--- config.mk ---
export PLATFORM = sky130hd
export DESIGN_NAME = page_framebuffer_line_circle_draw_unit
export DESIGN_NICKNAME = d
export VERILOG_FILES = /design/src/design/pfb_pkg.sv /design/src/design/pfb_ctrl.sv /design/src/design/pfb_datapath.sv /design/src/design/page_framebuffer_line_circle_draw_unit.sv
export SDC_FILE = /design/constraint.sdc
export NUM_CORES = 2
export LEC_CHECK = 0
export ABC_AREA = 0
export BUFFER_PORTS_ARGS = -buffer_cell sky130_fd_sc_hd__buf_2
export CORE_MARGIN = 2
export CORE_UTILIZATION = 52
export DETAILED_ROUTE_END_ITERATION = 10
export PLACE_DENSITY_LB_ADDON = 0.25
export RECOVER_POWER = 50
export SLEW_MARGIN = 20
export SYNTH_ARGS = -nofsm -noshare
export SYNTH_HDL_FRONTEND = slang
export SYNTH_SLANG_ARGS = --single-unit
export TNS_END_PERCENT = 5
--- constraint.sdc ---
create_clock -name clk -period 24.9 [get_ports clk]
set_input_delay 2.49 -clock clk [delete_from_list [all_inputs] [get_ports clk]]
set_output_delay 2.49 -clock clk [all_outputs]
set_load 0.02 [all_outputs]
--- src/design/pfb_pkg.sv ---
// Package for the page framebuffer raster engine: operation codes, FSM states, command structs.
// No dependencies.
`timescale 1ns / 1ps
`default_nettype none
package pfb_pkg;

	typedef enum logic [2:0] {
		KIND_CLEAR  = 3'd0,
		KIND_PIXEL  = 3'd1,
		KIND_LINE   = 3'd2,
		KIND_CIRCLE = 3'd3,
		KIND_READ   = 3'd4
	} kind_t;

	typedef enum logic [3:0] {
		ST_INIT,
		ST_IDLE,
		ST_CLEAR,
		ST_PIX_RD,
		ST_PIX_WR,
		ST_CIR_TEST,
		ST_CIR_STEP,
		ST_READ,
		ST_READ_WAIT,
		ST_DONE
	} state_t;

	// point-source selector for the datapath
	typedef enum logic [1:0] {
		SRC_PIXEL,
		SRC_LINE,
		SRC_CIRCLE
	} src_t;

	typedef struct packed {
		logic load;       // capture the input item
		logic clr_start;  // reset clear sweep counter
		logic clr_write;  // write zero at sweep address
		logic rd_issue;   // issue memory read at current point or read address
		logic wr_issue;   // write modified byte
		logic pt_advance; // advance to next point of the figure
		logic cir_next;   // advance circle a/b after 8 points
		logic rd_capture; // capture read byte as result
		src_t src;
	} pfb_cmd_t;

	typedef struct packed {
		logic clr_last;  // sweep at last address
		logic pt_last;   // last point of current figure group
		logic cir_cont;  // circle loop condition holds
		logic line_end;  // all line points done
	} pfb_sts_t;

endpackage
`default_nettype wire

--- src/design/pfb_ctrl.sv ---
// Controller state machine for the page framebuffer raster engine.
// Depends on pfb_pkg.
`timescale 1ns / 1ps
`default_nettype none
module pfb_ctrl (
	input  wire logic              clk,
	input  wire logic              arst_n,
	input  wire logic              in_fire,
	input  wire logic [2:0]        in_kind,
	input  wire logic              out_free,
	input  wire pfb_pkg::pfb_sts_t sts,
	output pfb_pkg::pfb_cmd_t      cmd,
	output logic                   busy,
	output logic                   done
);

	pfb_pkg::state_t state_q, state_nx;
	pfb_pkg::src_t src_q, src_nx;

	always_ff @(posedge clk or negedge arst_n) begin
		if (!arst_n) begin
			state_q <= pfb_pkg::ST_INIT;
			src_q   <= pfb_pkg::SRC_PIXEL;
		end else begin
			state_q <= state_nx;
			src_q   <= src_nx;
		end
	end

	always_comb begin
		state_nx = state_q;
		src_nx   = src_q;
		unique case (state_q)
			pfb_pkg::ST_INIT:      if (sts.clr_last) state_nx = pfb_pkg::ST_IDLE;
			pfb_pkg::ST_IDLE: begin
				if (in_fire) begin
					case (in_kind)
						pfb_pkg::KIND_CLEAR:  state_nx = pfb_pkg::ST_CLEAR;
						pfb_pkg::KIND_PIXEL: begin
							state_nx = pfb_pkg::ST_PIX_RD;
							src_nx   = pfb_pkg::SRC_PIXEL;
						end
						pfb_pkg::KIND_LINE: begin
							state_nx = pfb_pkg::ST_PIX_RD;
							src_nx   = pfb_pkg::SRC_LINE;
						end
						pfb_pkg::KIND_CIRCLE: begin
							state_nx = pfb_pkg::ST_CIR_TEST;
							src_nx   = pfb_pkg::SRC_CIRCLE;
						end
						pfb_pkg::KIND_READ:   state_nx = pfb_pkg::ST_READ;
						default:              state_nx = pfb_pkg::ST_DONE;
					endcase
				end
			end
			pfb_pkg::ST_CLEAR:     if (sts.clr_last) state_nx = pfb_pkg::ST_DONE;
			pfb_pkg::ST_PIX_RD:    state_nx = pfb_pkg::ST_PIX_WR;
			pfb_pkg::ST_PIX_WR: begin
				if (src_q == pfb_pkg::SRC_PIXEL)
					state_nx = pfb_pkg::ST_DONE;
				else if (src_q == pfb_pkg::SRC_LINE)
					state_nx = sts.line_end ? pfb_pkg::ST_DONE : pfb_pkg::ST_PIX_RD;
				else
					state_nx = sts.pt_last ? pfb_pkg::ST_CIR_STEP : pfb_pkg::ST_PIX_RD;
			end
			pfb_pkg::ST_CIR_TEST:  state_nx = sts.cir_cont ? pfb_pkg::ST_PIX_RD
				: pfb_pkg::ST_DONE;
			pfb_pkg::ST_CIR_STEP:  state_nx = pfb_pkg::ST_CIR_TEST;
			pfb_pkg::ST_READ:      state_nx = pfb_pkg::ST_READ_WAIT;
			pfb_pkg::ST_READ_WAIT: state_nx = pfb_pkg::ST_DONE;
			pfb_pkg::ST_DONE:      if (out_free) state_nx = pfb_pkg::ST_IDLE;
			default:               state_nx = pfb_pkg::ST_IDLE;
		endcase
	end

	always_comb begin
		cmd            = '0;
		cmd.src        = src_q;
		cmd.load       = (state_q == pfb_pkg::ST_IDLE) && in_fire;
		cmd.clr_start  = cmd.load;
		cmd.clr_write  = (state_q == pfb_pkg::ST_CLEAR) || (state_q == pfb_pkg::ST_INIT);
		cmd.rd_issue   = (state_q == pfb_pkg::ST_PIX_RD) || (state_q == pfb_pkg::ST_READ);
		cmd.wr_issue   = (state_q == pfb_pkg::ST_PIX_WR);
		cmd.pt_advance = (state_q == pfb_pkg::ST_PIX_WR);
		cmd.cir_next   = (state_q == pfb_pkg::ST_CIR_STEP);
		cmd.rd_capture = (state_q == pfb_pkg::ST_READ_WAIT);
		busy           = (state_q != pfb_pkg::ST_IDLE);
		done           = (state_q == pfb_pkg::ST_DONE) && out_free;
	end

endmodule
`default_nettype wire

--- src/design/pfb_datapath.sv ---
// Datapath for the page framebuffer raster engine: frame store, line and circle steppers.
// Depends on pfb_pkg.
`timescale 1ns / 1ps
`default_nettype none
module pfb_datapath #(
	parameter int COLUMNS = 128,
	parameter int PAGES   = 4
) (
	input  wire logic              clk,
	input  wire logic              arst_n,
	input  wire pfb_pkg::pfb_cmd_t cmd,
	input  wire logic [2:0]        kind,
	input  wire logic [7:0]        x_a,
	input  wire logic [7:0]        y_a,
	input  wire logic [7:0]        x_b,
	input  wire logic [7:0]        y_b,
	input  wire logic [7:0]        radius,
	input  wire logic              pixel_on,
	input  wire logic [1:0]        read_page,
	output pfb_pkg::pfb_sts_t      sts,
	output logic [7:0]             read_data,
	output logic [2:0]             done_kind
);

	localparam int DEPTH = COLUMNS * PAGES;
	localparam int AW    = $clog2(DEPTH);
	localparam int ROWS  = PAGES * 8;

	logic [7:0] mem [DEPTH];
	logic [7:0] rdat_q;

	// captured item
	logic [2:0]  kind_q;
	logic        on_q;
	logic [7:0]  rx_q;
	logic [1:0]  rpage_q;
	logic signed [9:0] cx_q, cy_q;     // centre / line current point
	logic [8:0]  dx_q, dy_q, dist_q;   // line magnitudes
	logic signed [1:0] sx_q, sy_q;
	logic [9:0]  ex_q, ey_q;
	logic [8:0]  cnt_q;                // line points drawn
	logic [8:0]  ca_q, cb_q;           // circle a, b
	logic [16:0] rr_q;
	logic [2:0]  oct_q;                // circle point within group of eight
	logic [AW:0] clr_q;
	logic [7:0]  res_q;
	logic        cir_done_q;

	// current point
	logic signed [10:0] px, py;
	logic signed [10:0] sa, sb;
	assign sa = $signed({2'b0, ca_q});
	assign sb = $signed({2'b0, cb_q});
	always_comb begin
		px = {cx_q[9], cx_q};
		py = {cy_q[9], cy_q};
		if (cmd.src == pfb_pkg::SRC_CIRCLE) begin
			case (oct_q)
				3'd0: begin px = cx_q + sa; py = cy_q - sb; end
				3'd1: begin px = cx_q - sa; py = cy_q - sb; end
				3'd2: begin px = cx_q - sa; py = cy_q + sb; end
				3'd3: begin px = cx_q + sa; py = cy_q + sb; end
				3'd4: begin px = cx_q + sb; py = cy_q + sa; end
				3'd5: begin px = cx_q + sb; py = cy_q - sa; end
				3'd6: begin px = cx_q - sb; py = cy_q - sa; end
				default: begin px = cx_q - sb; py = cy_q + sa; end
			endcase
		end
	end

	logic onscreen;
	logic [AW-1:0] paddr, raddr, addr;
	logic [2:0] pbit;
	logic [7:0] wbyte;
	logic wr_on;
	assign onscreen = (px >= 0) && (px < COLUMNS) && (py >= 0) && (py < ROWS);
	assign paddr = AW'(px[8:0]) * AW'(PAGES) + AW'(py[8:3]);
	assign raddr = AW'(rx_q) * AW'(PAGES) + AW'(rpage_q);
	assign addr  = (kind_q == pfb_pkg::KIND_READ) ? raddr : paddr;
	assign pbit  = py[2:0];
	assign wr_on = (cmd.src == pfb_pkg::SRC_CIRCLE) ? 1'b1 : on_q;
	assign wbyte = wr_on ? (rdat_q | (8'd1 << pbit)) : (rdat_q & ~(8'd1 << pbit));

	always_ff @(posedge clk) begin
		if (cmd.clr_write)
			mem[clr_q[AW-1:0]] <= '0;
		else if (cmd.wr_issue && onscreen)
			mem[paddr] <= wbyte;
		if (cmd.rd_issue)
			rdat_q <= mem[addr];
	end

	// circle arithmetic
	logic [16:0] rsq;
	logic [17:0] bsq, asq;
	logic [17:0] bb2;
	logic [17:0] aabb;
	logic [8:0]  a1;
	assign rsq  = {9'd0, radius} * {9'd0, radius};
	assign a1   = ca_q + 9'd1;
	assign bsq  = {9'd0, cb_q} * {9'd0, cb_q};
	assign asq  = {9'd0, a1} * {9'd0, a1};
	assign bb2  = {bsq[16:0], 1'b0};
	assign aabb = asq + bsq;

	// line stepping
	logic [9:0] ex_n, ey_n;
	assign ex_n = ex_q + 10'(dx_q);
	assign ey_n = ey_q + 10'(dy_q);

	logic [8:0] adx, ady;
	logic signed [8:0] sdx, sdy;
	assign sdx = $signed({1'b0, x_b}) - $signed({1'b0, x_a});
	assign sdy = $signed({1'b0, y_b}) - $signed({1'b0, y_a});
	assign adx = sdx[8] ? 9'(-sdx) : 9'(sdx);
	assign ady = sdy[8] ? 9'(-sdy) : 9'(sdy);

	always_ff @(posedge clk or negedge arst_n) begin
		if (!arst_n) begin
			clr_q <= '0;
		end else if (cmd.clr_start) begin
			clr_q <= '0;
		end else if (cmd.clr_write) begin
			clr_q <= clr_q + 1'b1;
		end
	end

	always_ff @(posedge clk) begin
		if (cmd.load) begin
			kind_q  <= kind;
			on_q    <= pixel_on;
			rx_q    <= x_a;
			rpage_q <= read_page;
			cx_q    <= 10'(x_a);
			cy_q    <= 10'(y_a);
			dx_q    <= adx;
			dy_q    <= ady;
			dist_q  <= (adx > ady) ? adx : ady;
			sx_q    <= sdx[8] ? -2'sd1 : ((sdx == 0) ? 2'sd0 : 2'sd1);
			sy_q    <= sdy[8] ? -2'sd1 : ((sdy == 0) ? 2'sd0 : 2'sd1);
			ex_q    <= '0;
			ey_q    <= '0;
			cnt_q   <= '0;
			ca_q    <= '0;
			cb_q    <= 9'(radius);
			rr_q    <= rsq;
			oct_q   <= '0;
			res_q   <= '0;
		end else begin
			if (cmd.pt_advance) begin
				if (cmd.src == pfb_pkg::SRC_LINE) begin
					cnt_q <= cnt_q + 1'b1;
					if (ex_n > 10'(dist_q)) begin
						ex_q <= ex_n - 10'(dist_q);
						cx_q <= cx_q + 10'(sx_q);
					end else begin
						ex_q <= ex_n;
					end
					if (ey_n > 10'(dist_q)) begin
						ey_q <= ey_n - 10'(dist_q);
						cy_q <= cy_q + 10'(sy_q);
					end else begin
						ey_q <= ey_n;
					end
				end else begin
					oct_q <= oct_q + 1'b1;
				end
			end
			if (cmd.cir_next) begin
				if (aabb > 18'(rr_q))
					cb_q <= cb_q - 1'b1;
				else
					ca_q <= a1;
			end
			if (cmd.rd_capture)
				res_q <= (rx_q < COLUMNS && {2'b0, rpage_q} < 4'(PAGES)) ? rdat_q : 8'd0;
		end
	end

	// radius zero draws only the centre: one group where all eight hit the centre
	assign sts.cir_cont = (rr_q == '0) ? (ca_q == 0 && cb_q == 0 && !cir_done_q)
		: (bb2 >= 18'(rr_q));
	always_ff @(posedge clk) begin
		if (cmd.load)
			cir_done_q <= 1'b0;
		else if (cmd.cir_next && rr_q == '0)
			cir_done_q <= 1'b1;
	end
	assign sts.clr_last = (clr_q == (AW + 1)'(DEPTH - 1));
	assign sts.pt_last  = (oct_q == 3'd7);
	assign sts.line_end = (cnt_q == dist_q);

	assign read_data = res_q;
	assign done_kind = kind_q;

endmodule
`default_nettype wire

--- src/design/page_framebuffer_line_circle_draw_unit.sv ---
// Top level of the page framebuffer raster engine: stream ports, controller, datapath.
// Depends on pfb_pkg, pfb_ctrl, pfb_datapath.
// One item at a time: the frame store has a single port and each pixel is a read
// followed by a write of the modified byte.
// Reset: asynchronous; after reset a clearing pass zeroes the store, during which
// no item is accepted.
`timescale 1ns / 1ps
`default_nettype none
module page_framebuffer_line_circle_draw_unit #(
	parameter int COLUMNS = 128,
	parameter int PAGES   = 4
) (
	input  wire logic        clk,
	input  wire logic        arst_n,
	input  wire logic        s_tvalid,
	output logic             s_tready,
	// fields from bit 0: kind[2:0] x_a y_a x_b y_b radius pixel_on read_page, zero pad
	input  wire logic [47:0] s_tdata,
	output logic             m_tvalid,
	input  wire logic        m_tready,
	// fields from bit 0: read_data[7:0] done_kind[10:8], zero pad
	output logic [15:0]      m_tdata
);

	pfb_pkg::pfb_cmd_t cmd;
	pfb_pkg::pfb_sts_t sts;
	logic busy, done, in_fire, out_free;
	logic [7:0] rdata;
	logic [2:0] dkind;
	logic [15:0] out_q;
	logic out_v_q;

	assign s_tready = !busy;
	assign in_fire  = s_tvalid && s_tready;
	// output register frees when empty or being taken
	assign out_free = !out_v_q || m_tready;

	pfb_ctrl u_ctrl (
		.clk, .arst_n, .in_fire, .in_kind(s_tdata[2:0]), .out_free, .sts, .cmd, .busy, .done
	);

	pfb_datapath #(.COLUMNS(COLUMNS), .PAGES(PAGES)) u_dp (
		.clk, .arst_n, .cmd,
		.kind(s_tdata[2:0]), .x_a(s_tdata[10:3]), .y_a(s_tdata[18:11]),
		.x_b(s_tdata[26:19]), .y_b(s_tdata[34:27]), .radius(s_tdata[42:35]),
		.pixel_on(s_tdata[43]), .read_page(s_tdata[45:44]),
		.sts, .read_data(rdata), .done_kind(dkind)
	);

	// hold the result until taken
	always_ff @(posedge clk or negedge arst_n) begin
		if (!arst_n) begin
			out_v_q <= 1'b0;
		end else if (done) begin
			out_v_q <= 1'b1;
		end else if (m_tready) begin
			out_v_q <= 1'b0;
		end
	end

	always_ff @(posedge clk) begin
		if (done)
			out_q <= {5'd0, dkind, rdata};
	end

	assign m_tvalid = out_v_q;
	assign m_tdata  = out_q;

	a_no_accept_busy: assert property (@(posedge clk) disable iff (!arst_n)
		busy |-> !s_tready) else $error("accept while busy");
	a_done_loads: assert property (@(posedge clk) disable iff (!arst_n)
		done |=> m_tvalid) else $error("result lost");
	a_load_idle: assert property (@(posedge clk) disable iff (!arst_n)
		cmd.load |=> busy) else $error("load did not start work");

endmodule
`default_nettype wire

==> reports/metrics.csv <==
stage;metric;value;unit
clock_tree;clock_sinks;4271;
yosys;synth_async_sr_flop_share;0.398;%
die;rows;215;
setup_path;cpPeakStageDelay;6.05;ns
yosys;synthFlopType;edfxtp_1;
final_layout;fill_cells;25900;
yosys;synth_area_leader_cell;edfxtp_1;
routing;drt_wl_total;533;mm
final_layout;design_area;0.199;mm^2
die;die_area;0.350;mm^2
clock_tree;cts-resized-gates;0;
final_layout;fin_nets;11900;
setup_path;end_kind;flop;
die;die_w;592;um
global_route;antenna_found_initial;36;
min_path;min-delay-path-class;flop to flop;
setup_path;crit_top_cell;clkbuf_1;
timing;worst_pin_slew;11.04;ns
clock_tree;hold_buffers;0;
setup_path;cp_slowest_cell;clkbuf_1;
final_layout;multi_input_area;0.0484;mm^2
clock_tree;h-tree-depth;5;
timing;finalHoldViolCount;0;
timing;fin_tns_setup;0;ns
routing;drt_pass1_iterations;9;
outcome;status;complete, but fails checks;
timing;max_freq;58.9;MHz
timing;rsz0062_at_grt;no;
yosys;synthCells;11400;
clock_tree;numCtsBuffers;421;
setup_path;crit_fanout;189;
die;initial_core_util;52.3;%
global_route;grt_pass1_wl;754;mm
clock_tree;cts_tree;built;
die;ios;70;
global_route;grt_pass1_vias;104000;
timing;period_minus_slack;16.99;ns
routing;vias_per_cell;6.56;
yosys;synth_top_cell_area_share;70.2;%
clock_tree;clockRootBuffer;clkbuf_16;
final_layout;area_delta_synth_final;10.9;%
timing;setup_violations;0;
flow_run;cap_violations;54;
clock_tree;clk_latency;0.98;ns
outcome;failed_checks;max-capacitance violations, max-slew violations;
placed_design;dp_hpwl;324;mm
setup_path;arrival;16.44;ns
die;core_area;0.343;mm^2
timing;slew_headroom;-636;%
yosys;synth_most_common_cell;edfxtp_1;
setup_path;crit_path_start_kind;flop;
yosys;ys_seq_area_share;71.1;%
timing;fin_crit_sh;68.2;%
routing;drc;0;
final_layout;utilization;58.0;%
placed_design;pre_cts_ws;14.29;ns
yosys;syn_avg_cell_area;15.8;um^2
timing;finClkSkew;0.0712;ns
global_route;grt_usage;30.1;%
yosys;netlist_top_cells_area;edfxtp_1, mux4_2, nand2_1, mux2i_1, ha_1;
die;die_y;592;um
clock_tree;post-cts-setup-buffers;0;
placed_design;portBuffers;62;
placed_design;gp_congestion;0.941;
final_layout;layout-drive-gt1-share;13.3;%
yosys;syn-cell-area;0.180;mm^2
setup_path;crit_required;24.35;ns
routing;wl_per_cell;32.5;um
setup_path;crit_chain;inv_1 -> ha_1 -> or2_0 -> or3_1 -> nand3_1 -> o21ai_0 -> ha_1 -> nor2b_1 -> o31a_1 -> o21ai_0 -> a211oi_1 -> o211a_1 -> nor4_1 -> mux2_1 -> o2111ai_4 -> clkbuf_1 -> a21oi_4 -> clkbuf_1 -> clkbuf_1;
global_route;grt_start_max_net_pins;235;
timing;final_max_slew_viol_count;3163;
yosys;ys_seq_elements;4271;
placed_design;placed_cell_area;0.186;mm^2
final_layout;ff_latch_area;0.128;mm^2
global_route;gr-total-overflow;0;
clock_tree;path_clk_slew;0.06;ns
yosys;synthTopCellsByCount;edfxtp_1, nand2_1, nor2_1, mux4_2, mux2i_1;
yosys;yosysWarnings;0;
setup_path;crit_type;flop to flop;
clock_tree;cts.path.max_buffers;4;
routing;drtIter0Drc;15400;
yosys;synth-edff-count;4199;
routing;dr_total_vias;108000;
timing;setup_ws;7.91;ns
routing;ant_nets;0;
yosys;yosys.cell_types.count;89;
==> worst max-delay path: cells and delay by family, from the launching register on <==
family,cells,cell delay (ns)
and+or+nand+nor,5,1.42
adders and majority gates,2,0.67
AOI/OAI and AO/OA,7,1.81
muxes,1,0.32
DFF,1,0.85
buffers and inverters,4,9.76
==> metrics by stage <==
stage	instances	hold WS, ns
6_report	16400	0.473
5_1_grt	16400	0.491
4_1_cts	16400	0.470
3_5_place_dp	15600	0.457
3_3_place_gp	15600	0.442
2_1_floorplan	11400	0.409
==> cell usage in the layout, fill, tap and decap left out, types with 118 or more instances in the layout <==
cell       instances
and3_1           131
a21oi_1          379
ha_1             245
edfxtp_1        4199
clkbuf_1         153
a32oi_1          151
buf_4            203
inv_1            332
fa_1             118
nor2_1           746
nand3_1          302
mux4_2           568
clkbuf_16        426
mux2i_1          426
o22ai_1          143
o21ai_0          173
nand2_1         1328
==> per-layer routing <==
metal  vias to the layer above  GRT usage (%)  wire (um)  part of all wire (%)
met5                         -          0.149        242                 0.045
met4                        26           15.0      31000                   5.8
met3                      1310           6.77      62600                    12
met2                      7103           46.3     244000                    46
li1                      44400              -          -                     -
met1                     55000           40.6     196000                    37
==> sequential cells by signal, indices dropped and copies added (netlist names), 2 cells and up <==
signal and cells:
u_dp.dy_q 9, u_dp.rdat_q 8, u_dp.cnt_q 9, u_dp.oct_q 3, u_dp.ex_q 10, u_dp.ca_q 9, u_dp.dx_q 9, u_ctrl.src_q 2
u_dp.ey_q 10, u_ctrl.state_q 4, u_dp.rr_q 15, u_dp.done_kind 3, u_dp.read_data 8, u_dp.sx_q 2, u_dp.rpage_q 2, u_dp.dist_q 9
u_dp.cb_q 9, u_dp.mem 4096, m_tdata 11, u_dp.rx_q 8, u_dp.sy_q 2, u_dp.cy_q 10, u_dp.cx_q 10, u_dp.clr_q 10
==> area by class of cell <==
class | instances | share of cell area [%]
well taps | 4557 | 2.86
multi-input cells | 6126 | 24.3
diodes | 21 | 0.0264
flip-flops and latches | 4271 | 64.1
repair buffers | 335 | 1.18
clock inverters | 278 | 1.36
clock buffers | 502 | 5.51
inverters | 337 | 0.636
==> final timing paths <==
check / start / endpoint / slack [ns] / cells past startpoint
max reg2reg: u_dp.oct_q[1] / u_dp.mem[385][7] / 7.91 / 19
min reg2reg: u_dp.cir_done_q / u_dp.cir_done_q / 0.47 / 2
max: u_dp.oct_q[1] / u_dp.mem[385][7] / 7.91 / 19
min: u_dp.cir_done_q / u_dp.cir_done_q / 0.47 / 2
min in group asynchronous: arst_n / u_ctrl.src_q[1] / 1.81 / 1
max in group asynchronous: arst_n / u_dp.clr_q[4] / 22.30 / 1
==> cells by family after synthesis <==
group	count (synthesis)	share of synthesized area (%)
other	1	0.00209
buffers and inverters	1012	2.28
xor gates and xnor gates	177	0.863
DFF	4271	71.1
and+or+nand+nor	3046	7.48
adders and majority gates	363	3.02
muxes	1014	9.62
AOI/OAI and AO/OA	1519	5.68
Power is left out: the tool's default activity adds up to more than one toggle a clock period on the data nets, which glitch-free logic cannot reach.
